**src/rtl/mma_pkg.sv**
```systemverilog
`timescale 1ns / 1ps
// Shared types and constants for the matrix multiply-add unit.
// No dependencies; imported by every module of the block except mma_ram.
package mma_pkg;

    // largest supported matrix side and derived store geometry
    localparam int MAX_SIZE = 16;
    localparam int IDX_W    = (MAX_SIZE > 1) ? $clog2(MAX_SIZE) : 1;
    localparam int ADDR_W   = 2 * IDX_W;
    localparam int DEPTH    = 1 << ADDR_W;

    // fixed field widths
    localparam int DATA_W   = 32;
    localparam int SIZE_W   = 5;
    localparam int ROW_W    = 4;
    localparam int PADDR_W  = 3;
    localparam int PDATA_W  = 32;

    localparam logic [SIZE_W-1:0] SIZE_RESET = SIZE_W'(16);

    // register index decoded from paddr[2]
    localparam logic REG_MATRIX_SIZE = 1'b0;

    // load order of the three matrices
    typedef enum logic [1:0] {
        PH_A = 2'd0,
        PH_B = 2'd1,
        PH_C = 2'd2
    } phase_t;

    // sequencer states
    typedef enum logic [3:0] {
        ST_IDLE  = 4'b0001,
        ST_ISSUE = 4'b0010,
        ST_DRAIN = 4'b0100,
        ST_DONE  = 4'b1000
    } state_t;

    // control from the sequencer to the multiply-accumulate unit
    typedef struct packed {
        logic clear;
        logic issue;
    } mac_ctrl_t;

endpackage

```
**src/rtl/mma_mac.sv**
```systemverilog
`timescale 1ns / 1ps
// Shared multiply-accumulate unit: product register, then accumulator.
// Depends on mma_pkg; fed by the two matrix stores.
module mma_mac (
    input  logic                     clk,
    input  logic                     rst_n,
    input  mma_pkg::mac_ctrl_t       mac_ctrl,
    input  logic [mma_pkg::DATA_W-1:0] a_data,
    input  logic [mma_pkg::DATA_W-1:0] b_data,
    output logic [mma_pkg::DATA_W-1:0] acc,
    output logic                     busy
);
    import mma_pkg::*;

    logic              rd_valid_reg;
    logic              prod_valid_reg;
    logic [DATA_W-1:0] prod_reg;
    logic [DATA_W-1:0] acc_reg;

    // valid tracking for the store read and product stages
    always_ff @(posedge clk or negedge rst_n)
    begin
        if (!rst_n)
        begin
            rd_valid_reg   <= 1'b0;
            prod_valid_reg <= 1'b0;
        end
        else
        begin
            rd_valid_reg   <= mac_ctrl.issue;
            prod_valid_reg <= rd_valid_reg;
        end
    end

    // low 32 bits of the product, same for signed and unsigned
    always_ff @(posedge clk)
    begin
        prod_reg <= a_data * b_data;
    end

    // accumulator, wraps modulo 2^32
    always_ff @(posedge clk)
    begin
        if (mac_ctrl.clear)
        begin
            acc_reg <= '0;
        end
        else if (prod_valid_reg)
        begin
            acc_reg <= acc_reg + prod_reg;
        end
    end

    assign acc  = acc_reg;
    assign busy = rd_valid_reg | prod_valid_reg;

endmodule

```
**config.mk**
```make
export PLATFORM = sky130hd
export DESIGN_NAME = mma_mac
export DESIGN_NICKNAME = d
export VERILOG_FILES = /design/src/rtl/mma_pkg.sv /design/src/rtl/mma_mac.sv
export SDC_FILE = /design/constraint.sdc
export NUM_CORES = 1
export LEC_CHECK = 0
export BUFFER_PORTS_ARGS = -buffer_cell sky130_fd_sc_hd__buf_2
export CAP_MARGIN = 20
export CELL_PAD_IN_SITES_DETAIL_PLACEMENT = 1
export CELL_PAD_IN_SITES_GLOBAL_PLACEMENT = 1
export CORE_ASPECT_RATIO = 0.7
export CORE_UTILIZATION = 29
export DETAILED_ROUTE_END_ITERATION = 12
export GPL_ROUTABILITY_DRIVEN = 0
export PLACE_DENSITY = 0.57
export SKIP_CTS_REPAIR_TIMING = 1
export SYNTH_ARGS = -nofsm -noshare
export SYNTH_HDL_FRONTEND = slang
export SYNTH_SLANG_ARGS = --single-unit
```
**constraint.sdc**
```tcl
create_clock -name clk -period 3.64 [get_ports clk]
set_input_delay 0 -clock clk [delete_from_list [all_inputs] [get_ports clk]]
set_output_delay 0 -clock clk [all_outputs]
set_load 0.05 [all_outputs]
```
# Yosys cells after proc, flatten, opt, wreduce, memory -nomap -nowiden

Cells that the tools add are included.

Memories kept: 0
Word-level logic and storage cells: 7
Bits in read-only memories: 0
Output and inout port bits: 33
Bits of input ports: 68
Bits in latches: 0
RAM bits: 0
Register bits: 66

Magnitude comparators: 0
Equal/unequal tests: 0
Add/subtract/negate cells: 1
Divide/modulo/power cells: 0
Bitwise gates (word level): 1
Reduce and logical (&&, ||, !) cells: 0
Shift-type cells: 0
$mul: 1
Muxes and demuxes: 0

Operator list:

| kind                         | count |
|---|---|
| adder 32 bit                 | 1 |
| multiplier 32 x 32 -> 32 bit | 1 |
| bitwise OR 1 bit             | 1 |

# Depth between registers and ports, before layout

Gate-level depths: netlist of run 1.

Depth after elaboration: 1
Mapped depth: 27

# Worst setup path before layout of run 1

No wires, ideal clock.

Path type: input port to flip-flop
Start: input b_data[2] (netlist name)
End: register prod_reg[31]
Buffers on the path: 2
Arrival time: 6.059 ns
Stages: 24
Data required time: 3.520 ns
Slack: -2.538 ns
Setup time: 0.120 ns
Cells stage by stage: clkbuf_1 > clkbuf_1 > and2_1 > fa_1 > inv_1 > fa_1 > fa_1 > fa_1 > inv_1 > fa_1 > inv_1 > fa_1 > inv_1 > fa_1 > fa_1 > ha_1 > o21ai_0 > a21oi_1 > o2111ai_1 > and2_1 > o31ai_1 > o21ai_0 > o21ai_1 > xnor2_1

Word-level cells in the longest chain between the ends: 1

RTL lines:

| what                         | line          | RTL |
|---|---|---|
| start, declared              | mma_mac.sv:9  | `input logic [mma_pkg::DATA_W-1:0] b_data,` |
| multiplier 32 x 32 -> 32 bit | mma_mac.sv:38 | `prod_reg <= a_data * b_data;` |
| end signal, assigned         | mma_mac.sv:38 |  |
| end, declared                | mma_mac.sv:17 | `logic [DATA_W-1:0] prod_reg;` |

No other way between the ends.
A chain may end at the register's enable or synchronous reset.

# Worst setup path in the final report of run 1

Start: input b_data[2] (netlist name)
End: register prod_reg[29]

The elaborated chain is that of the path after synthesis.

==> flow_summary.yaml, run 1 <==
final_layout:
  nets: 3028
  register_area_um2: 1331
  stdcell_count: 3283
  multi_input_area_um2: 16460
  layout-drive-gt1-share_pct: 21.73
  synthToLayoutAreaGrowth_pct: 25.39
  fill_cells: 7457
clock_network:
  cts_made_buffers: 9
  root_buffer: "clkbuf_16"
  clkTransAtPathRegs_ns: 0.06
  clock_latency_ns: 0.35
  cts_tree: "done"
  htreeDepth: 3
  clk_path_buf_depth: 2
  numClockSinks: 66
setup_path:
  setup.worst_path.end_class: "register"
  cpMaxStageDelayCell: "fa_1"
  critPathRequiredTime_ns: 3.92
  critical-path-max-stage-delay_ns: 0.57
  cp-start-kind: "input port"
  path_buf_inv: 8
  crit_path_max_fanout: 7
  cp.arrival_ns: 6.15
  crit_top_cell: "fa_1"
  worstSetupPathType: "input port to register"
  crit_family: "adder cells"
placement:
  port-buffer-count: 100
  placedCellCount: 3234
  post-dp-hpwl_mm: 56.77
  placement.setup.worst_slack_ns: -2.909
status:
  violations: "setup timing"
  status: "complete, but fails checks"
sta:
  fmax_mhz: 170.3
  slew-limit-headroom_pct: 42.99
  hold_slack_ns: 0.2062
  rsz0062_at_grt: "true"
  setup_viol: 24
  fin_setup_tns_ns: -43.02
  fin_ws_ns: -2.232
  fin_crit_ns: 5.872
  skew_ns: 0.009851
  fin_crit_sh_pct: 161.3
  finalHoldViolations: 0
  worst_pin_slew_ns: 0.8542
  drv_slew: 0
logic_synthesis:
  postSynthAreaPerCell_um2: 8.992
  yosys_warnings: 0
  synthArstFlopShare_pct: 3.030
  ys_ff_latch: 66
  netlist_instances: 2119
  seq_area_frac_synth_pct: 6.987
  netlist_area_um2: 19050
  syn-num-nets: 2750
  synth_edf_count: 0
  synth_flop_cell: "dfxtp_1"
  synth.distinct_cells: 62
global_route:
  antenna_found_initial: 2
  grt_max_degree: 36
  track_usage_pct: 19.47
  grt_pass1_vias: 16550
  grt_overflow: 0
  grt_pass1_wl_mm: 98.61
drt:
  drtAntennaViolNets: 0
  drt_first_pass_iters: 5
  routed_wl_mm: 64.29
  wl_per_cell_um: 19.58
  drt_iter0_drc: 704
  dr_total_vias: 14965
  drcViolationCount: 0
  viasPerCell: 4.558
floorplanning:
  rows: 78
  die_area_um2: 66750
  start_util_pct: 29.36
  die_x_um: 308.4
  core_area_um2: 64900
  boundaryPins: 101
  chipHeight_um: 216.5
worst_hold_path:
  min_path_type: "input port to register"
run:
  maxCapViolCount: 0
==> kinds of logic after synthesis <==
logic type / after synthesis / share of synthesized area (%)
AND/OR/NAND/NOR: 669 / 17.41
adder cells (fa/ha/maj): 563 / 53.08
AO/OA/AOI/OAI: 189 / 6.757
multiplexers: 15 / 0.7879
flip-flops: 66 / 6.987
buffers and inverters: 510 / 10.05
XOR/XNOR: 107 / 4.918
==> synthesized netlist by cell type, types with 4 or more instances <==
| master | n | area, µm² |
|---|---|---|
| a21o_1 | 28 | 210.2 |
| dfxtp_1 | 64 | 1281 |
| o211ai_1 | 5 | 37.54 |
| inv_1 | 414 | 1554 |
| xor2_1 | 21 | 183.9 |
| o21ai_0 | 32 | 160.2 |
| nand3_1 | 9 | 45.04 |
| o21bai_1 | 6 | 45.04 |
| o21a_1 | 10 | 75.07 |
| nand2_1 | 289 | 1085 |
| clkbuf_1 | 91 | 341.6 |
| mux2i_1 | 15 | 150.1 |
| xnor2_1 | 86 | 753.2 |
| nor2_1 | 54 | 202.7 |
| and3_1 | 5 | 31.28 |
| nand2b_1 | 7 | 43.79 |
| ha_1 | 154 | 1927 |
| fa_1 | 409 | 8188 |
| a211oi_1 | 8 | 60.06 |
| a21oi_1 | 55 | 275.3 |
| nor3_1 | 12 | 60.06 |
| and2_1 | 273 | 1708 |
| buf_1 | 4 | 15.01 |
| o21ai_1 | 5 | 25.02 |
| a31oi_1 | 4 | 25.02 |
==> worst paths after layout <==
check                      slack, ns  depth (start not counted)        endpoint    startpoint
max in group asynchronous       2.97                          3  prod_valid_reg         rst_n
hold reg to reg                 0.37                          0  prod_valid_reg  rd_valid_reg
setup / recovery               -2.23                         26    prod_reg[29]     b_data[2]
hold / removal                  0.21                          2         acc[10]   mac_ctrl[1]
min in group asynchronous       0.54                          3    rd_valid_reg         rst_n
setup reg to reg                0.48                         10         acc[31]        acc[2]
==> per-stage QoR <==
| step | util, % | area [µm²] |
|---|---|---|
| 3_3_place_gp | 34.48 | 22380 |
| 2_1_floorplan | - | 19390 |
| 5_1_grt | 36.81 | 23890 |
| 4_1_cts | 34.98 | 22700 |
| 3_5_place_dp | 34.48 | 22380 |
| 6_report | 36.81 | 23890 |
==> placed cells by master, fill, tap and decap left out, types with 6 or more instances in the layout <==
cell type  synthesis  routed
nand2_1          289     287
fa_1             409     381
nand2b_1           7       7
o21ai_2            3       6
nand3_1            9       7
inv_2              0      11
dfxtp_1           64      64
a21o_1            28      27
inv_1            414     403
xnor2_1           86      81
xor2_1            21      21
buf_4              0     220
clkbuf_16          0      11
mux2i_1           15      15
buf_6              0      35
nor3_1            12      11
o21bai_1           6       6
buf_8              0       6
o21ai_1            5      10
nor2_1            54      48
ha_4               0      21
buf_2              1      69
and2_1           273     250
a21oi_1           55      37
o21ai_0           32      23
and2_4             0      23
a211oi_1           8       7
a21oi_2            3      19
buf_12             0      23
o21a_1            10      10
ha_1             154     132
fa_2               0      28
==> per-layer routing <==
layer | vias up | GRT usage (%) | wire [µm]
li1 | 6917 | - | -
met2 | 252 | 28.87 | 27750
met3 | 32 | 2.963 | 3214
met5 | - | 0 | 0
met1 | 7764 | 30.22 | 32720
met4 | 0 | 2.355 | 604
==> layout make-up <==
class	instances	area share, %
Sequential cell	66	5.572
Multi-Input combinational cell	1543	68.91
Tap cell	880	4.609
Clock inverter	7	0.3928
Inverter	414	6.504
Antenna cell	1	0.01047
Clock buffer	9	0.9427
Timing Repair Buffer	363	13.06
Power of run 1 is left out: the tool's default activity adds up to more than one toggle a clock period on the data nets, which glitch-free logic cannot reach.
==> inputs of run 2 (changes only) <==
--- a/config.mk
+++ b/config.mk
@@ -10,10 +10,10 @@
 export CELL_PAD_IN_SITES_DETAIL_PLACEMENT = 1
 export CELL_PAD_IN_SITES_GLOBAL_PLACEMENT = 1
 export CORE_ASPECT_RATIO = 0.7
-export CORE_UTILIZATION = 29
+export CORE_UTILIZATION = 45
 export DETAILED_ROUTE_END_ITERATION = 12
 export GPL_ROUTABILITY_DRIVEN = 0
-export PLACE_DENSITY = 0.57
+export PLACE_DENSITY = 0.8
 export SKIP_CTS_REPAIR_TIMING = 1
 export SYNTH_ARGS = -nofsm -noshare
 export SYNTH_HDL_FRONTEND = slang
==> run 2 against run 1 <==
  * The flow still finishes with violations (setup timing)
  * Global-route usage rose by 15 points
  * Count of clock-buffer cells in the layout rose by 1
  * Core utilization rose by 20 points
  * Die area fell by 35%
  * Via count rose by 20%
  * Cell count fell by 10%
  * Sequential share of layout area rose by 0.095 points
  * Clock skew barely moved
==> flow_summary.yaml, run 2 (synthesis gave the netlist of run 1 again) <==
drt:
  drcViolationCount: 0
  drt_first_pass_iters: 7
  drtAntennaViolNets: 0
  wl_per_cell_um: 30.10
  dr_total_vias: 17979
  viasPerCell: 6.117
  routed_wl_mm: 88.46
  drt_iter0_drc: 2008
sta:
  finalHoldViolations: 0
  rsz0062_at_grt: "true"
  worst_pin_slew_ns: 0.8641
  fin_ws_ns: -2.697
  fin_setup_tns_ns: -51.77
  fmax_mhz: 157.8
  slew-limit-headroom_pct: 42.33
  fin_crit_sh_pct: 174.1
  setup_viol: 25
  skew_ns: 0.009713
  fin_crit_ns: 6.337
  drv_slew: 0
final_layout:
  layout-drive-gt1-share_pct: 23.26
  register_area_um2: 1331
  final_common_cell: "inv_1"
  fin_area_um2: 23490
  nets: 3021
  fin_util_pct: 56.82
  fill_cells: 4621
  mostFrequentLayoutCells: "inv_1 (385), fa_1 (371), nand2_1 (285)"
  multi_input_area_um2: 16640
  antenna_cells: 0
  synthToLayoutAreaGrowth_pct: 23.29
setup_path:
  cp-start-kind: "input port"
  cpMaxStageDelayCell: "fa_1"
  worstSetupPathType: "input port to register"
  crit_start: "b_data[7]"
  critPathRequiredTime_ns: 3.93
  crit_top_cell: "fa_1"
  cp.arrival_ns: 6.62
  critical-path-max-stage-delay_ns: 0.62
  setup.worst_path.end_class: "register"
  r2r-start: "acc[0]"
  path_buf_inv: 6
  crit_family: "adder cells"
  crit_path_max_fanout: 8
clock_network:
  root_buffer: "clkbuf_16"
  clkTransAtPathRegs_ns: 0.07
  htreeDepth: 3
  numClockSinks: 66
  clock_latency_ns: 0.36
  clk_path_buf_depth: 2
  cts_tree: "done"
  cts_made_buffers: 9
status:
  status: "complete, but fails checks"
  violations: "setup timing"
floorplanning:
  rows: 62
  core_area_um2: 41350
  start_util_pct: 46.08
  chipHeight_um: 174.2
  die_x_um: 248.0
  die_area_um2: 43180
  boundaryPins: 101
global_route:
  grt_pass1_wl_mm: 109.7
  grt_overflow: 0
  grt_pass1_vias: 18816
  antenna_found_initial: 1
  track_usage_pct: 34.16
  grt_max_degree: 36
worst_hold_path:
  min_path_type: "input port to register"
  hold_start: "mac_ctrl[1]"
run:
  maxCapViolCount: 0
placement:
  placed_area_um2: 21860
  post-dp-hpwl_mm: 58.37
  port-buffer-count: 100
-- run 2: changes by cell type in the layout (fill, tap and decap cells not counted), sizes merged --
cell	previous run	this run
buf	356	350
clkinvlp	2	1
diode	1	0
clkinv	3	2
inv	414	415
-- run 2: path summary, 6_finish.rpt --
| check | depth (start not counted) | slack [ns] | endpoint |
|---|---|---|---|
| max in group asynchronous | 3 | 2.96 | rd_valid_reg |
| max reg2reg | 12 | 0.07 | acc[12] |
| min reg2reg | 0 | 0.42 | prod_valid_reg |
| min in group asynchronous | 3 | 0.54 | prod_valid_reg |
| min | 2 | 0.23 | acc[17] |
| max | 25 | -2.70 | prod_reg[26] |
-- run 2: final cells by class --
cell class	instances	area share, %
well taps	544	2.897
repair buffers	356	12.63
inverters	414	6.615
multi-input cells	1543	70.83
clock buffers	10	0.9747
clock inverters	6	0.3835
flip-flops and latches	66	5.667
-- run 2: per-stage QoR --
step / worst slack, ns / instances / hold WS (ns)
floorplan: -2.234 / 2119 / -0.2956
global placement: -2.612 / 2888 / -0.2157
detailed placement: -2.934 / 2888 / -0.2145
CTS: -2.792 / 2904 / -0.5925
global route: -2.749 / 2939 / 0.2336
finish: -2.697 / 2939 / 0.2308
-- run 2: per-layer routing --
metal / global-route usage (%) / up-vias / part of all wire [%]
met4: 13.34 / 0 / 8.7
met1: 43.40 / 9018 / 34
li1: - / 6907 / -
met2: 54.20 / 1462 / 45
met5: 0 / - / 0
met3: 10.51 / 592 / 12
-- run 2: worst reg2reg max path: stages (launching register included) --
cell      delay [ns]
dfxtp_1         0.35
ha_1            0.24
inv_1           0.07
fa_1            0.40
nor2b_1         0.22
o21a_1          0.19
o21ai_1         0.18
a31oi_1         0.53
o21ai_0         0.28
a21oi_1         0.32
a31oi_1         0.18
or4_1           0.43
o211ai_1        0.11
Power of run 2 is left out for the same reason.
