--- src/rtl/mma_pkg.sv ---
`timescale 1ns / 1ps
// Shared types and constants for the matrix multiply-add unit.
// No dependencies; imported by every module of the block except mma_ram.
package mma_pkg;

    // largest supported matrix side and derived store geometry
    localparam int MAX_SIZE = 16;
    localparam int IDX_W    = (MAX_SIZE > 1) ? $clog2(MAX_SIZE) : 1;
    localparam int ADDR_W   = 2 * IDX_W;
    localparam int DEPTH    = 1 << ADDR_W;

    // fixed field widths
    localparam int DATA_W   = 32;
    localparam int SIZE_W   = 5;
    localparam int ROW_W    = 4;
    localparam int PADDR_W  = 3;
    localparam int PDATA_W  = 32;

    localparam logic [SIZE_W-1:0] SIZE_RESET = SIZE_W'(16);

    // register index decoded from paddr[2]
    localparam logic REG_MATRIX_SIZE = 1'b0;

    // load order of the three matrices
    typedef enum logic [1:0] {
        PH_A = 2'd0,
        PH_B = 2'd1,
        PH_C = 2'd2
    } phase_t;

    // sequencer states
    typedef enum logic [3:0] {
        ST_IDLE  = 4'b0001,
        ST_ISSUE = 4'b0010,
        ST_DRAIN = 4'b0100,
        ST_DONE  = 4'b1000
    } state_t;

    // control from the sequencer to the multiply-accumulate unit
    typedef struct packed {
        logic clear;
        logic issue;
    } mac_ctrl_t;

endpackage

--- src/rtl/mma_ctrl.sv ---
`timescale 1ns / 1ps
// Sequencer: load order tracking, store addressing, dot product issue
// and the output register. Depends on mma_pkg.
module mma_ctrl (
    input  logic                        clk,
    input  logic                        rst_n,
    input  logic                        cfg_wr,
    input  logic [mma_pkg::SIZE_W-1:0]  matrix_size,
    input  logic                        in_valid,
    output logic                        in_ready,
    input  logic [mma_pkg::DATA_W-1:0]  element_value,
    input  logic                        start_of_set,
    output logic                        out_valid,
    input  logic                        out_ready,
    output logic [mma_pkg::DATA_W-1:0]  result_value,
    output logic [mma_pkg::ROW_W-1:0]   result_row,
    output logic [mma_pkg::ROW_W-1:0]   result_col,
    output logic                        last_of_set,
    output logic                        a_wr_en,
    output logic                        b_wr_en,
    output logic [mma_pkg::ADDR_W-1:0]  wr_addr,
    output logic [mma_pkg::ADDR_W-1:0]  a_rd_addr,
    output logic [mma_pkg::ADDR_W-1:0]  b_rd_addr,
    output mma_pkg::mac_ctrl_t          mac_ctrl,
    input  logic                        mac_busy,
    input  logic [mma_pkg::DATA_W-1:0]  acc
);
    import mma_pkg::*;

    state_t            state_reg, state_next;
    phase_t            phase_reg, phase_next;
    logic [IDX_W-1:0]  row_reg, row_next;
    logic [IDX_W-1:0]  col_reg, col_next;
    logic [IDX_W-1:0]  k_reg, k_next;
    logic [IDX_W-1:0]  nm1;
    phase_t            cur_phase;
    logic [IDX_W-1:0]  cur_row;
    logic [IDX_W-1:0]  cur_col;
    logic              accept;
    logic              c_accept;
    logic              load_out;

    logic [DATA_W-1:0] c_value_reg;
    logic [IDX_W-1:0]  res_row_reg;
    logic [IDX_W-1:0]  res_col_reg;
    logic              res_last_reg;

    logic              out_valid_reg;
    logic [DATA_W-1:0] out_value_reg;
    logic [IDX_W-1:0]  out_row_reg;
    logic [IDX_W-1:0]  out_col_reg;
    logic              out_last_reg;

    // side length minus one, with out-of-range sizes clamped
    always_comb
    begin
        if (matrix_size == '0)
        begin
            nm1 = '0;
        end
        else if (32'(matrix_size) > MAX_SIZE)
        begin
            nm1 = IDX_W'(MAX_SIZE - 1);
        end
        else
        begin
            nm1 = IDX_W'(matrix_size - SIZE_W'(1));
        end
    end

    assign in_ready = (state_reg == ST_IDLE);
    assign accept   = in_valid && in_ready;

    // start flag restarts at the first element of A
    assign cur_phase = start_of_set ? PH_A : phase_reg;
    assign cur_row   = start_of_set ? '0 : row_reg;
    assign cur_col   = start_of_set ? '0 : col_reg;
    assign c_accept  = accept && (cur_phase == PH_C);

    // store writes for A and B beats
    assign wr_addr = {cur_row, cur_col};
    assign a_wr_en = accept && (cur_phase == PH_A);
    assign b_wr_en = accept && (cur_phase == PH_B);

    // dot product read addresses: row of A, column of B
    assign a_rd_addr = {res_row_reg, k_reg};
    assign b_rd_addr = {k_reg, res_col_reg};

    assign mac_ctrl.clear = c_accept;
    assign mac_ctrl.issue = (state_reg == ST_ISSUE);

    assign load_out = (state_reg == ST_DONE) && (!out_valid_reg || out_ready);

    // load position advance
    always_comb
    begin
        phase_next = phase_reg;
        row_next   = row_reg;
        col_next   = col_reg;
        if (cfg_wr)
        begin
            phase_next = PH_A;
            row_next   = '0;
            col_next   = '0;
        end
        else if (accept)
        begin
            phase_next = cur_phase;
            row_next   = cur_row;
            col_next   = cur_col + IDX_W'(1);
            if (cur_col == nm1)
            begin
                col_next = '0;
                row_next = cur_row + IDX_W'(1);
                if (cur_row == nm1)
                begin
                    row_next = '0;
                    unique case (cur_phase)
                        PH_A:    phase_next = PH_B;
                        PH_B:    phase_next = PH_C;
                        default: phase_next = PH_A;
                    endcase
                end
            end
        end
    end

    // sequencer
    always_comb
    begin
        state_next = state_reg;
        k_next     = k_reg;
        unique case (state_reg)
            ST_IDLE:
            begin
                k_next = '0;
                if (c_accept)
                begin
                    state_next = ST_ISSUE;
                end
            end
            ST_ISSUE:
            begin
                k_next = k_reg + IDX_W'(1);
                if (k_reg == nm1)
                begin
                    state_next = ST_DRAIN;
                end
            end
            ST_DRAIN:
            begin
                if (!mac_busy)
                begin
                    state_next = ST_DONE;
                end
            end
            ST_DONE:
            begin
                if (load_out)
                begin
                    state_next = ST_IDLE;
                end
            end
            default:
            begin
                state_next = ST_IDLE;
            end
        endcase
    end

    // control registers
    always_ff @(posedge clk or negedge rst_n)
    begin
        if (!rst_n)
        begin
            state_reg     <= ST_IDLE;
            phase_reg     <= PH_A;
            row_reg       <= '0;
            col_reg       <= '0;
            k_reg         <= '0;
            out_valid_reg <= 1'b0;
        end
        else
        begin
            state_reg <= state_next;
            phase_reg <= phase_next;
            row_reg   <= row_next;
            col_reg   <= col_next;
            k_reg     <= k_next;
            if (load_out)
            begin
                out_valid_reg <= 1'b1;
            end
            else if (out_ready)
            begin
                out_valid_reg <= 1'b0;
            end
        end
    end

    // C beat capture
    always_ff @(posedge clk)
    begin
        if (c_accept)
        begin
            c_value_reg  <= element_value;
            res_row_reg  <= cur_row;
            res_col_reg  <= cur_col;
            res_last_reg <= (cur_row == nm1) && (cur_col == nm1);
        end
    end

    // output register
    always_ff @(posedge clk)
    begin
        if (load_out)
        begin
            out_value_reg <= acc + c_value_reg;
            out_row_reg   <= res_row_reg;
            out_col_reg   <= res_col_reg;
            out_last_reg  <= res_last_reg;
        end
    end

    assign out_valid    = out_valid_reg;
    assign result_value = out_value_reg;
    assign result_row   = ROW_W'(out_row_reg);
    assign result_col   = ROW_W'(out_col_reg);
    assign last_of_set  = out_last_reg;

endmodule

--- config.mk ---
export PLATFORM = sky130hd
export DESIGN_NAME = mma_ctrl
export DESIGN_NICKNAME = d
export VERILOG_FILES = /design/src/rtl/mma_pkg.sv /design/src/rtl/mma_ctrl.sv
export SDC_FILE = /design/constraint.sdc
export NUM_CORES = 1
export LEC_CHECK = 0
export BUFFER_PORTS_ARGS = -buffer_cell sky130_fd_sc_hd__buf_2
export CAP_MARGIN = 10
export CORE_ASPECT_RATIO = 0.5
export CORE_MARGIN = 1.5
export CORE_UTILIZATION = 50
export DETAILED_ROUTE_END_ITERATION = 8
export GPL_ROUTABILITY_DRIVEN = 0
export GPL_TIMING_DRIVEN = 0
export PLACE_DENSITY = 0.76
export SLEW_MARGIN = 40
export SYNTH_ARGS = -nofsm -noshare
export SYNTH_HDL_FRONTEND = slang
export SYNTH_SLANG_ARGS = --single-unit
export TNS_END_PERCENT = 20
--- constraint.sdc ---
create_clock -name clk -period 5.6 [get_ports clk]
set_input_delay 0.84 -clock clk [delete_from_list [all_inputs] [get_ports clk]]
set_output_delay 0.84 -clock clk [all_outputs]
set_load 0.02 [all_outputs]
Word-level counts from Yosys, hierarchy flattened
Cells that the tools add are included.
Widths: inputs -> output; s select.
Operators by class
  add/subtract/negate cells: 5
  $lt $le $gt $ge: 1
  eq/ne operators: 13
  mux-type cells: 25
  reductions and logical operators: 14
Operators by type and width (count)
  $mux 4: 15
  $add 32x32->32: 1
  $pmux 4 s4: 1
  $add 4x1->4 const B: 3
  $eq 4x4->1: 3
  $mux 2: 5
  $pmux 4 s2: 1
  $logic_and 1x1->1: 6
  $reduce_bool 2->1: 3
  $gt 5x5->1 const B: 1
  $logic_not 5->1: 1
  $eq 4x1->1 const B: 1
  $eq 4x2->1 const B: 1
  $eq 4x3->1 const B: 1
  $eq 4x4->1 const B: 1
  $ne 2x1->1 const B: 2
  $ne 2x2->1 const B: 2
  $pmux 2 s2: 1
  $reduce_and 4->1: 1
  $sub 4x1->4 const B: 1
  $eq 2x1->1 const B: 1
  $eq 2x2->1 const B: 1
  $logic_not 2->1: 1
  $mux 1: 2
  2 further kinds: 2
Word-level totals
  flip-flop bits (word level): 101
  input port bits: 76
  output and inout bits: 71
  word-level logic and storage cells: 72

Depth between registers and ports, before layout
Gate-level depths: netlist of the first run.
  depth in word-level cells: 8
  mapped depth: 10
  mapped depth without buffers: 10

Worst setup path before layout of the first run
No wires, ideal clock.
  path type: flip-flop to output port
  from: register state_reg[0]
  to: output port mac_ctrl[1] (netlist name)
  data arrival time: 3.824 ns
  data required time: 4.760 ns
  slack: 0.936 ns
  cell stages (with the launch flop): 6
  path buffers: 2
  cells stage by stage: dfstp_2 nor4b_2 nand2_1 clkbuf_1 nor2_1 buf_4
Between the ends
  longest elaborated chain between the ends: 3
Ends and longest elaborated chain
  start, declared: RTL line mma_ctrl.sv:30  | state_t state_reg, state_next;
  start signal, assigned: RTL line mma_ctrl.sv:185  | state_reg <= state_next;
  $eq 4x1->1: RTL line mma_ctrl.sv:71  | assign in_ready = (state_reg == ST_IDLE);
  net in_ready: RTL line mma_ctrl.sv:10  | output logic in_ready,
  $logic_and 1x1->1: RTL line mma_ctrl.sv:72  | assign accept = in_valid && in_ready;
  $logic_and 1x1->1: RTL line mma_ctrl.sv:78  | assign c_accept = accept && (cur_phase == PH_C);
  end, declared: RTL line mma_ctrl.sv:24  | output mma_pkg::mac_ctrl_t mac_ctrl,
The timed path passes the listed nets, and every way through them passes these cells.

Worst setup path after layout of the first run
  from: register state_reg[0]
  to: output port mac_ctrl[1] (netlist name)
Between the ends
  longest elaborated chain between the ends: 3
Ends and longest elaborated chain (RTL line)
  $eq 4x1->1: mma_ctrl.sv:71
  $logic_and 1x1->1: mma_ctrl.sv:72
  $logic_and 1x1->1: mma_ctrl.sv:78
Every way passes these cells.

==> metrics.txt, run 1 <==
# TYPE chip_impl_metric gauge
chip_impl_metric{name="initial_core_util",unit=""} 0.513
chip_impl_metric{name="area_growth_syn_to_layout",unit="%"} 23.0
chip_impl_metric{name="timing.final.max_slew_violations",unit=""} 0
chip_impl_metric{name="cts.reportedPaths.clkPinSlew",unit="ns"} 0.07
chip_impl_metric{name="pre_cts_ws",unit="ns"} 1.91
chip_impl_metric{name="die_w",unit="um"} 153
chip_impl_metric{name="groute.usage.overall",unit=""} 0.221
chip_impl_info{name="worst_r2r_endpoint",value="result_value[30]"} 1
chip_impl_metric{name="period_needed",unit="ns"} 3.65
chip_impl_metric{name="timing.critical_path.arrival",unit="ns"} 2.81
chip_impl_metric{name="yosysWarnings",unit=""} 0
chip_impl_info{name="most-common-layout-cells",value="buf_2, edfxtp_1, a21oi_1, nand2_1, ha_1"} 1
chip_impl_metric{name="ir_worst_vdd",unit="mV"} 0.148
chip_impl_metric{name="worstMarginPinSlew",unit="ns"} 0.559
chip_impl_metric{name="clock-skew-final",unit="ns"} 0.00870
chip_impl_metric{name="power_density",unit="nW/um^2"} 229
chip_impl_metric{name="r2r_cells",unit=""} 9
chip_impl_metric{name="ys_seq_area_frac",unit=""} 0.522
chip_impl_metric{name="cts.repair_timing.setup_buffer_count",unit=""} 0
chip_impl_info{name="rsz0062_at_grt",value="no"} 1
chip_impl_metric{name="grt_overflow",unit=""} 0
chip_impl_metric{name="fp.dieH",unit="um"} 78.1
chip_impl_metric{name="cts_resized",unit=""} 0
chip_impl_metric{name="boundaryPins",unit=""} 147
chip_impl_metric{name="placed_cells_incl_taps",unit=""} 792
chip_impl_metric{name="cts_hold_buf",unit=""} 0
chip_impl_metric{name="critical_path.max_fanout",unit=""} 21
chip_impl_metric{name="cellLeakagePower",unit="nW"} 2.99
chip_impl_metric{name="final.setup.worst_slack",unit="ns"} 1.95
chip_impl_metric{name="grt_max_degree",unit=""} 22
chip_impl_metric{name="wl_per_cell",unit="um"} 15.7
chip_impl_metric{name="crit_required",unit="ns"} 4.76
chip_impl_metric{name="multiInputGateArea",unit="um^2"} 2560
chip_impl_info{name="status",value="complete, but fails checks"} 1
chip_impl_metric{name="clock_latency",unit="ns"} 0.35
chip_impl_metric{name="min_delay_path_depth",unit=""} 0
chip_impl_metric{name="finalHoldViolations",unit=""} 0
chip_impl_info{name="regToRegStartpoint",value="c_value_reg[0]"} 1
chip_impl_metric{name="postSynth.asyncResetShare",unit=""} 0.188
chip_impl_info{name="timing.hold.worst.class",value="register to register"} 1
chip_impl_metric{name="m1WireLength",unit="um"} 5660
chip_impl_metric{name="hpwlAfterDp",unit="um"} 9510
chip_impl_metric{name="design.core.area",unit="um^2"} 11000
chip_impl_info{name="timing.critical_path.to_type",value="output pin"} 1
chip_impl_info{name="top_routing_layer_in_use",value="met4"} 1
chip_impl_metric{name="r2r_setup_slack",unit="ns"} 2.45
chip_impl_metric{name="stdcell_count",unit=""} 808
chip_impl_metric{name="post_synthesis_register_bit_count",unit=""} 101
chip_impl_metric{name="grt_antenna_before_repair",unit=""} 0
chip_impl_info{name="worst_setup_path_start_kind",value="register"} 1
chip_impl_metric{name="cts.path.max_buffers",unit=""} 2
chip_impl_metric{name="nFillCells",unit=""} 917
chip_impl_info{name="path_cells",value="nor4b_2 -> nand2_1 -> clkbuf_1 -> nor2_4 -> buf_8 -> buf_4 -> buf_2"} 1
chip_impl_metric{name="fin_util",unit=""} 0.631
chip_impl_metric{name="clock_sinks",unit=""} 101
chip_impl_metric{name="sequential_cell_area",unit="um^2"} 2940
chip_impl_metric{name="vias_per_inst",unit=""} 5.51
chip_impl_info{name="hp-start",value="res_last_reg"} 1
chip_impl_metric{name="max_cap_viol_count",unit=""} 0
chip_impl_metric{name="htreeDepth",unit=""} 3
chip_impl_metric{name="drc",unit=""} 3
chip_impl_metric{name="first_pass_grt_wire_length",unit="um"} 20700
chip_impl_metric{name="timing.max_slew.rel_slack",unit=""} 0.624
chip_impl_metric{name="wirelength",unit="um"} 12700
chip_impl_metric{name="period_share",unit=""} 0.652
chip_impl_metric{name="std_cell_rows",unit=""} 27
chip_impl_metric{name="die_area",unit="um^2"} 12000
chip_impl_metric{name="cts_buf_count",unit=""} 9
chip_impl_info{name="violations_in_the_final_reports",value="DRC"} 1
chip_impl_info{name="critPathSlowestCell",value="dfstp_2"} 1
chip_impl_metric{name="antenna-diode-count",unit=""} 0
chip_impl_metric{name="number_of_global_route_vias_before_repair",unit=""} 4260
chip_impl_info{name="worst_hold_endpoint",value="last_of_set"} 1
chip_impl_info{name="mostFrequentLayoutCell",value="buf_2"} 1
chip_impl_info{name="synth_flop_cell",value="edfxtp_1"} 1
chip_impl_metric{name="num-nets-final",unit=""} 770
chip_impl_info{name="tritoncts",value="done"} 1
chip_impl_metric{name="final-setup-viol-count",unit=""} 0
chip_impl_metric{name="fmax",unit="GHz"} 0.274
chip_impl_metric{name="portBuffers",unit=""} 146
chip_impl_metric{name="iteration_count_of_the_initial_detailed_routing_pass",unit=""} 7
chip_impl_metric{name="yosys.cell_types.count",unit=""} 69
chip_impl_info{name="cp-startpoint",value="state_reg[0]"} 1
chip_impl_metric{name="postSynthCellCount",unit=""} 497
chip_impl_metric{name="wl_met2",unit="um"} 6090
chip_impl_metric{name="drt-initial-drc-count",unit=""} 237
chip_impl_metric{name="synth_fp_nets",unit=""} 609
chip_impl_metric{name="syn_area",unit="um^2"} 5630
chip_impl_metric{name="route.met3.wl",unit="um"} 802
chip_impl_metric{name="layout_cell_share_with_drive_strength_beyond_1",unit=""} 0.290
chip_impl_info{name="clock-root-buffer",value="clkbuf_16"} 1
chip_impl_metric{name="synth_enable_flop_cells",unit=""} 82
chip_impl_metric{name="detail-route-antenna-nets",unit=""} 0
chip_impl_info{name="criticalPathCategory",value="register to output pin"} 1
chip_impl_metric{name="fin_total_pwr",unit="mW"} 1.59
chip_impl_metric{name="num_vias",unit=""} 4451
chip_impl_metric{name="worst_path_largest_cell_delay",unit="ns"} 0.58
chip_impl_metric{name="syn-mean-instance-area",unit="um^2"} 11.3
[stage by stage]
step	hold slack (ns)	TNS (ns)	instance area [um^2]
2_1_floorplan	0.400	0	5630
3_3_place_gp	0.404	-0.0626	6550
3_5_place_dp	0.406	0	6650
4_1_cts	0.420	0	6930
5_1_grt	0.423	0	6930
6_report	0.421	0	6930
[synth_stat cells, drive strengths merged (4+ instances only)]
cell	instances	share of area
nor4	6	0.0078
o21ai	23	0.021
buf	9	0.011
a21oi	42	0.041
or3	5	0.0064
dfrtp	18	0.080
ha	35	0.078
nand4	6	0.0067
nor2	32	0.021
nor2b	11	0.012
edfxtp	82	0.44
xnor2	21	0.033
nand3	11	0.011
o311ai	4	0.0062
nor3	15	0.015
and3	10	0.011
clkbuf	6	0.0040
a221o	4	0.0071
xor2	18	0.028
inv	17	0.011
nor4b	4	0.0073
a31oi	8	0.0089
nand2b	8	0.0089
a21o	16	0.021
nand2	37	0.025
[worst max-delay path, delay by kind of cell, from the launching register on]
kind | cells | cell delay [ns]
buffers and inverters | 4 | 0.84
flip-flops | 1 | 0.58
AND/OR/NAND/NOR | 3 | 1.03
[cell families after synthesis]
| family | Yosys count | synth area share |
|---|---|---|
| AND/OR/NAND/NOR | 159 | 0.151 |
| XOR/XNOR | 39 | 0.0606 |
| adder cells (fa/ha/maj) | 38 | 0.0848 |
| AO/OA/AOI/OAI | 124 | 0.148 |
| multiplexers | 3 | 0.00533 |
| buffers and inverters | 33 | 0.0280 |
| flip-flops | 101 | 0.522 |
[worst max path at each step]
stage	end	slack [ns]	depth (start not counted)
5_1_grt	mac_ctrl[1]	1.69	7
6_report	mac_ctrl[1]	1.95	7
2_1_floorplan	mac_ctrl[1]	0.94	5
3_3_place_gp	mac_ctrl[1]	-0.06	6
4_1_cts	mac_ctrl[1]	1.91	7
3_5_place_dp	result_value[30]	1.91	10
[layout make-up]
type | count | area share
plain buffers | 15 | 0.0123
clock buffers | 13 | 0.0377
clock inverters | 3 | 0.00289
inverters | 18 | 0.0105
multi-input cells | 363 | 0.369
flip-flops and latches | 101 | 0.424
well taps | 145 | 0.0262
repair buffers | 150 | 0.118
[power by group]
| group | leakage, nW | internal, mW | total [mW] | switching (mW) |
|---|---|---|---|---|
| logic | 1.87 | 0.0755 | 0.173 | 0.0970 |
| clock network | 0.131 | 0.329 | 0.598 | 0.269 |
| registers | 0.996 | 0.815 | 0.815 | 0.000678 |
[metal layers]
metal,up-vias,global-route usage
met3,14,0.0563
li1,2206,-
met1,2091,0.289
met4,0,0.0510
met5,-,0
met2,140,0.372
(Power assumes the default switching activity.)
==> run 2: changes to the inputs <==
CORE_UTILIZATION = 48   (was 50)
clock period = 3.2 ns   (was 5.6 ns; I/O delays follow)
==> run 2 against run 1 <==
The flow now finishes without violations. Wire length rose by 0.30%. Final cell count grew 1.9%. Clock-buffer cell count down 2. Non-clock buffer count is 1 higher. Utilization is 1.1 points lower. Via count is 0.22% lower. Combinational power is 76% higher. Global-route usage fell by 1.1 points. Critical path depth up 2. Critical path type is now register to register. Highest routed layer unchanged.
==> metrics.txt, run 2 (same netlist as run 1, synthesis figures left out) <==
# TYPE chip_impl_metric gauge
chip_impl_metric{name="area_growth_syn_to_layout",unit="%"} 23.5
chip_impl_metric{name="max_cap_viol_count",unit=""} 0
chip_impl_metric{name="finalInstanceArea",unit="um^2"} 6960
chip_impl_metric{name="boundaryPins",unit=""} 147
chip_impl_info{name="tritoncts",value="done"} 1
chip_impl_metric{name="power_density",unit="nW/um^2"} 403
chip_impl_metric{name="antenna-diode-count",unit=""} 0
chip_impl_info{name="status",value="finished, final reports clean"} 1
chip_impl_metric{name="timing.critical_path.arrival",unit="ns"} 3.20
chip_impl_metric{name="place_area",unit="um^2"} 6660
chip_impl_metric{name="wirelength",unit="um"} 12700
chip_impl_info{name="critPathSlowestCell",value="o32a_1"} 1
chip_impl_info{name="cp_top_family",value="compound AO/OA/AOI/OAI gates"} 1
chip_impl_metric{name="nFillCells",unit=""} 929
chip_impl_info{name="regToRegStartpoint",value="c_value_reg[0]"} 1
chip_impl_metric{name="hpwlAfterDp",unit="um"} 9670
chip_impl_metric{name="drc",unit=""} 0
chip_impl_metric{name="layout_cell_share_with_drive_strength_beyond_1",unit=""} 0.292
chip_impl_info{name="mostFrequentLayoutCell",value="buf_2"} 1
chip_impl_metric{name="fmax",unit="GHz"} 0.321
chip_impl_metric{name="worstMarginPinSlew",unit="ns"} 0.549
chip_impl_metric{name="num-nets-final",unit=""} 771
chip_impl_metric{name="cellLeakagePower",unit="nW"} 3.01
chip_impl_info{name="timing.hold.worst.class",value="primary input to asynchronous set/reset pin"} 1
chip_impl_metric{name="finalHoldViolations",unit=""} 0
chip_impl_metric{name="r2r_cells",unit=""} 9
chip_impl_metric{name="multiInputGateArea",unit="um^2"} 2560
chip_impl_metric{name="worst_path_largest_cell_delay",unit="ns"} 0.45
chip_impl_info{name="worst_r2r_endpoint",value="result_value[30]"} 1
chip_impl_metric{name="grt_overflow",unit=""} 0
chip_impl_metric{name="path_buf_inv",unit=""} 0
chip_impl_metric{name="num_vias",unit=""} 4441
chip_impl_metric{name="critical_path.max_fanout",unit=""} 4
chip_impl_metric{name="portBuffers",unit=""} 146
chip_impl_info{name="rsz0062_at_grt",value="yes"} 1
chip_impl_metric{name="timing.final.max_slew_violations",unit=""} 0
chip_impl_info{name="setup.worst_path.end",value="result_value[30]"} 1
chip_impl_metric{name="detail-route-antenna-nets",unit=""} 0
chip_impl_info{name="path_cells",value="ha_1 -> fa_1 -> a21o_1 -> a221o_1 -> a21oi_1 -> nor2_1 -> o32a_1 -> a311oi_2 -> nor3_1"} 1
chip_impl_info{name="criticalPathCategory",value="register to register"} 1
chip_impl_metric{name="grt_max_degree",unit=""} 22
chip_impl_metric{name="htreeDepth",unit=""} 3
chip_impl_metric{name="sequential_cell_area",unit="um^2"} 2940
chip_impl_metric{name="r2r_setup_slack",unit="ns"} 0.08
chip_impl_metric{name="clock_sinks",unit=""} 101
chip_impl_metric{name="crit_required",unit="ns"} 3.28
chip_impl_metric{name="initial_core_util",unit=""} 0.502
chip_impl_metric{name="drt-initial-drc-count",unit=""} 276
chip_impl_metric{name="pre_cts_ws",unit="ns"} -0.114
chip_impl_metric{name="iteration_count_of_the_initial_detailed_routing_pass",unit=""} 5
chip_impl_metric{name="grt_antenna_before_repair",unit=""} 0
chip_impl_metric{name="final.setup.worst_slack",unit="ns"} 0.0811
chip_impl_metric{name="clock_latency",unit="ns"} 0.35
chip_impl_metric{name="die_w",unit="um"} 156
chip_impl_metric{name="placed_cells_incl_taps",unit=""} 806
chip_impl_metric{name="number_of_global_route_vias_before_repair",unit=""} 4154
chip_impl_info{name="most-common-layout-cells",value="buf_2, edfxtp_1, a21oi_1, nand2_1, ha_1"} 1
chip_impl_metric{name="cts_buf_count",unit=""} 9
chip_impl_metric{name="std_cell_rows",unit=""} 27
chip_impl_metric{name="fp.dieH",unit="um"} 79.6
chip_impl_info{name="timing.critical_path.to_type",value="register"} 1
chip_impl_metric{name="worstSetupPathDepth",unit=""} 9
chip_impl_info{name="worst_setup_path_start_kind",value="register"} 1
chip_impl_metric{name="die_area",unit="um^2"} 12400
chip_impl_info{name="clock-root-buffer",value="clkbuf_16"} 1
chip_impl_metric{name="groute.usage.overall",unit=""} 0.210
chip_impl_metric{name="cts.path.max_buffers",unit=""} 2
chip_impl_metric{name="first_pass_grt_wire_length",unit="um"} 20100
chip_impl_metric{name="design.core.area",unit="um^2"} 11200
chip_impl_metric{name="cts.reportedPaths.clkPinSlew",unit="ns"} 0.07
chip_impl_metric{name="final-setup-viol-count",unit=""} 0
chip_impl_metric{name="vias_per_inst",unit=""} 5.40
chip_impl_metric{name="ir_worst_vdd",unit="mV"} 0.221
chip_impl_info{name="cp-startpoint",value="c_value_reg[0]"} 1
chip_impl_metric{name="wl_per_cell",unit="um"} 15.5
chip_impl_metric{name="stdcell_count",unit=""} 823
chip_impl_metric{name="clock-skew-final",unit="ns"} 0.00684
chip_impl_metric{name="period_needed",unit="ns"} 3.12
chip_impl_metric{name="timing.max_slew.rel_slack",unit=""} 0.631
chip_impl_metric{name="period_share",unit=""} 0.975
chip_impl_metric{name="totalNegativeSetupSlack",unit="ns"} 0
chip_impl_metric{name="fin_total_pwr",unit="mW"} 2.80
run 2: cell types whose count changed in the layout (fill, tap and decap cells not counted), sizes merged:
| cell | previous run | this run |
|---|---|---|
| buf | 159 | 160 |
| clkinvlp | 2 | 1 |
| clkinv | 2 | 4 |
| clkbuf | 19 | 17 |
| bufinv | 0 | 1 |
run 2: how the worst min path moves through the flow:
stage / to / slack [ns] / cells past startpoint
final: k_reg[3] / 0.07 / 1
after global routing: k_reg[3] / 0.10 / 1
after CTS: k_reg[3] / 0.08 / 1
after detailed placement: last_of_set / 0.40 / 0
after global placement: last_of_set / 0.40 / 0
after floorplan: col_reg[0] / 0.18 / 0
run 2: routing by layer:
metal,track usage,share of wire,up-vias
met5,0,0,-
met4,0.0610,0.011,0
met3,0.0499,0.053,17
met2,0.351,0.48,143
met1,0.273,0.45,2076
li1,-,-,2205
run 2: final cells by class:
cell class | instances | share of cell area
flip-flops and latches | 101 | 0.422
plain buffers | 15 | 0.0124
repair buffers | 151 | 0.117
multi-input cells | 363 | 0.369
clock buffers | 11 | 0.0335
clock inverters | 5 | 0.00737
inverters | 18 | 0.0104
well taps | 159 | 0.0286
run 2: timing repair:
item | in CTS | in global routing
endpoints found under the setup margin | 1 | 2
gates resized for setup | 1 | 2
setup buffers | 0 | 1
hold buffers | 0 | 0
hold endpoints to repair | 0 | 0
run 2: report_power, final:
part	total [mW]	switching (mW)	internal [mW]
combinational	0.304	0.172	0.133
sequential	1.43	0.000999	1.43
clock	1.07	0.469	0.602
run 2: metrics by stage:
| step | util | hold slack [ns] |
|---|---|---|
| 6_report | 0.620 | 0.0746 |
| 5_1_grt | 0.620 | 0.101 |
| 4_1_cts | 0.619 | 0.0811 |
| 3_5_place_dp | 0.593 | 0.405 |
| 3_3_place_gp | 0.586 | 0.405 |
| 2_1_floorplan | - | 0.184 |
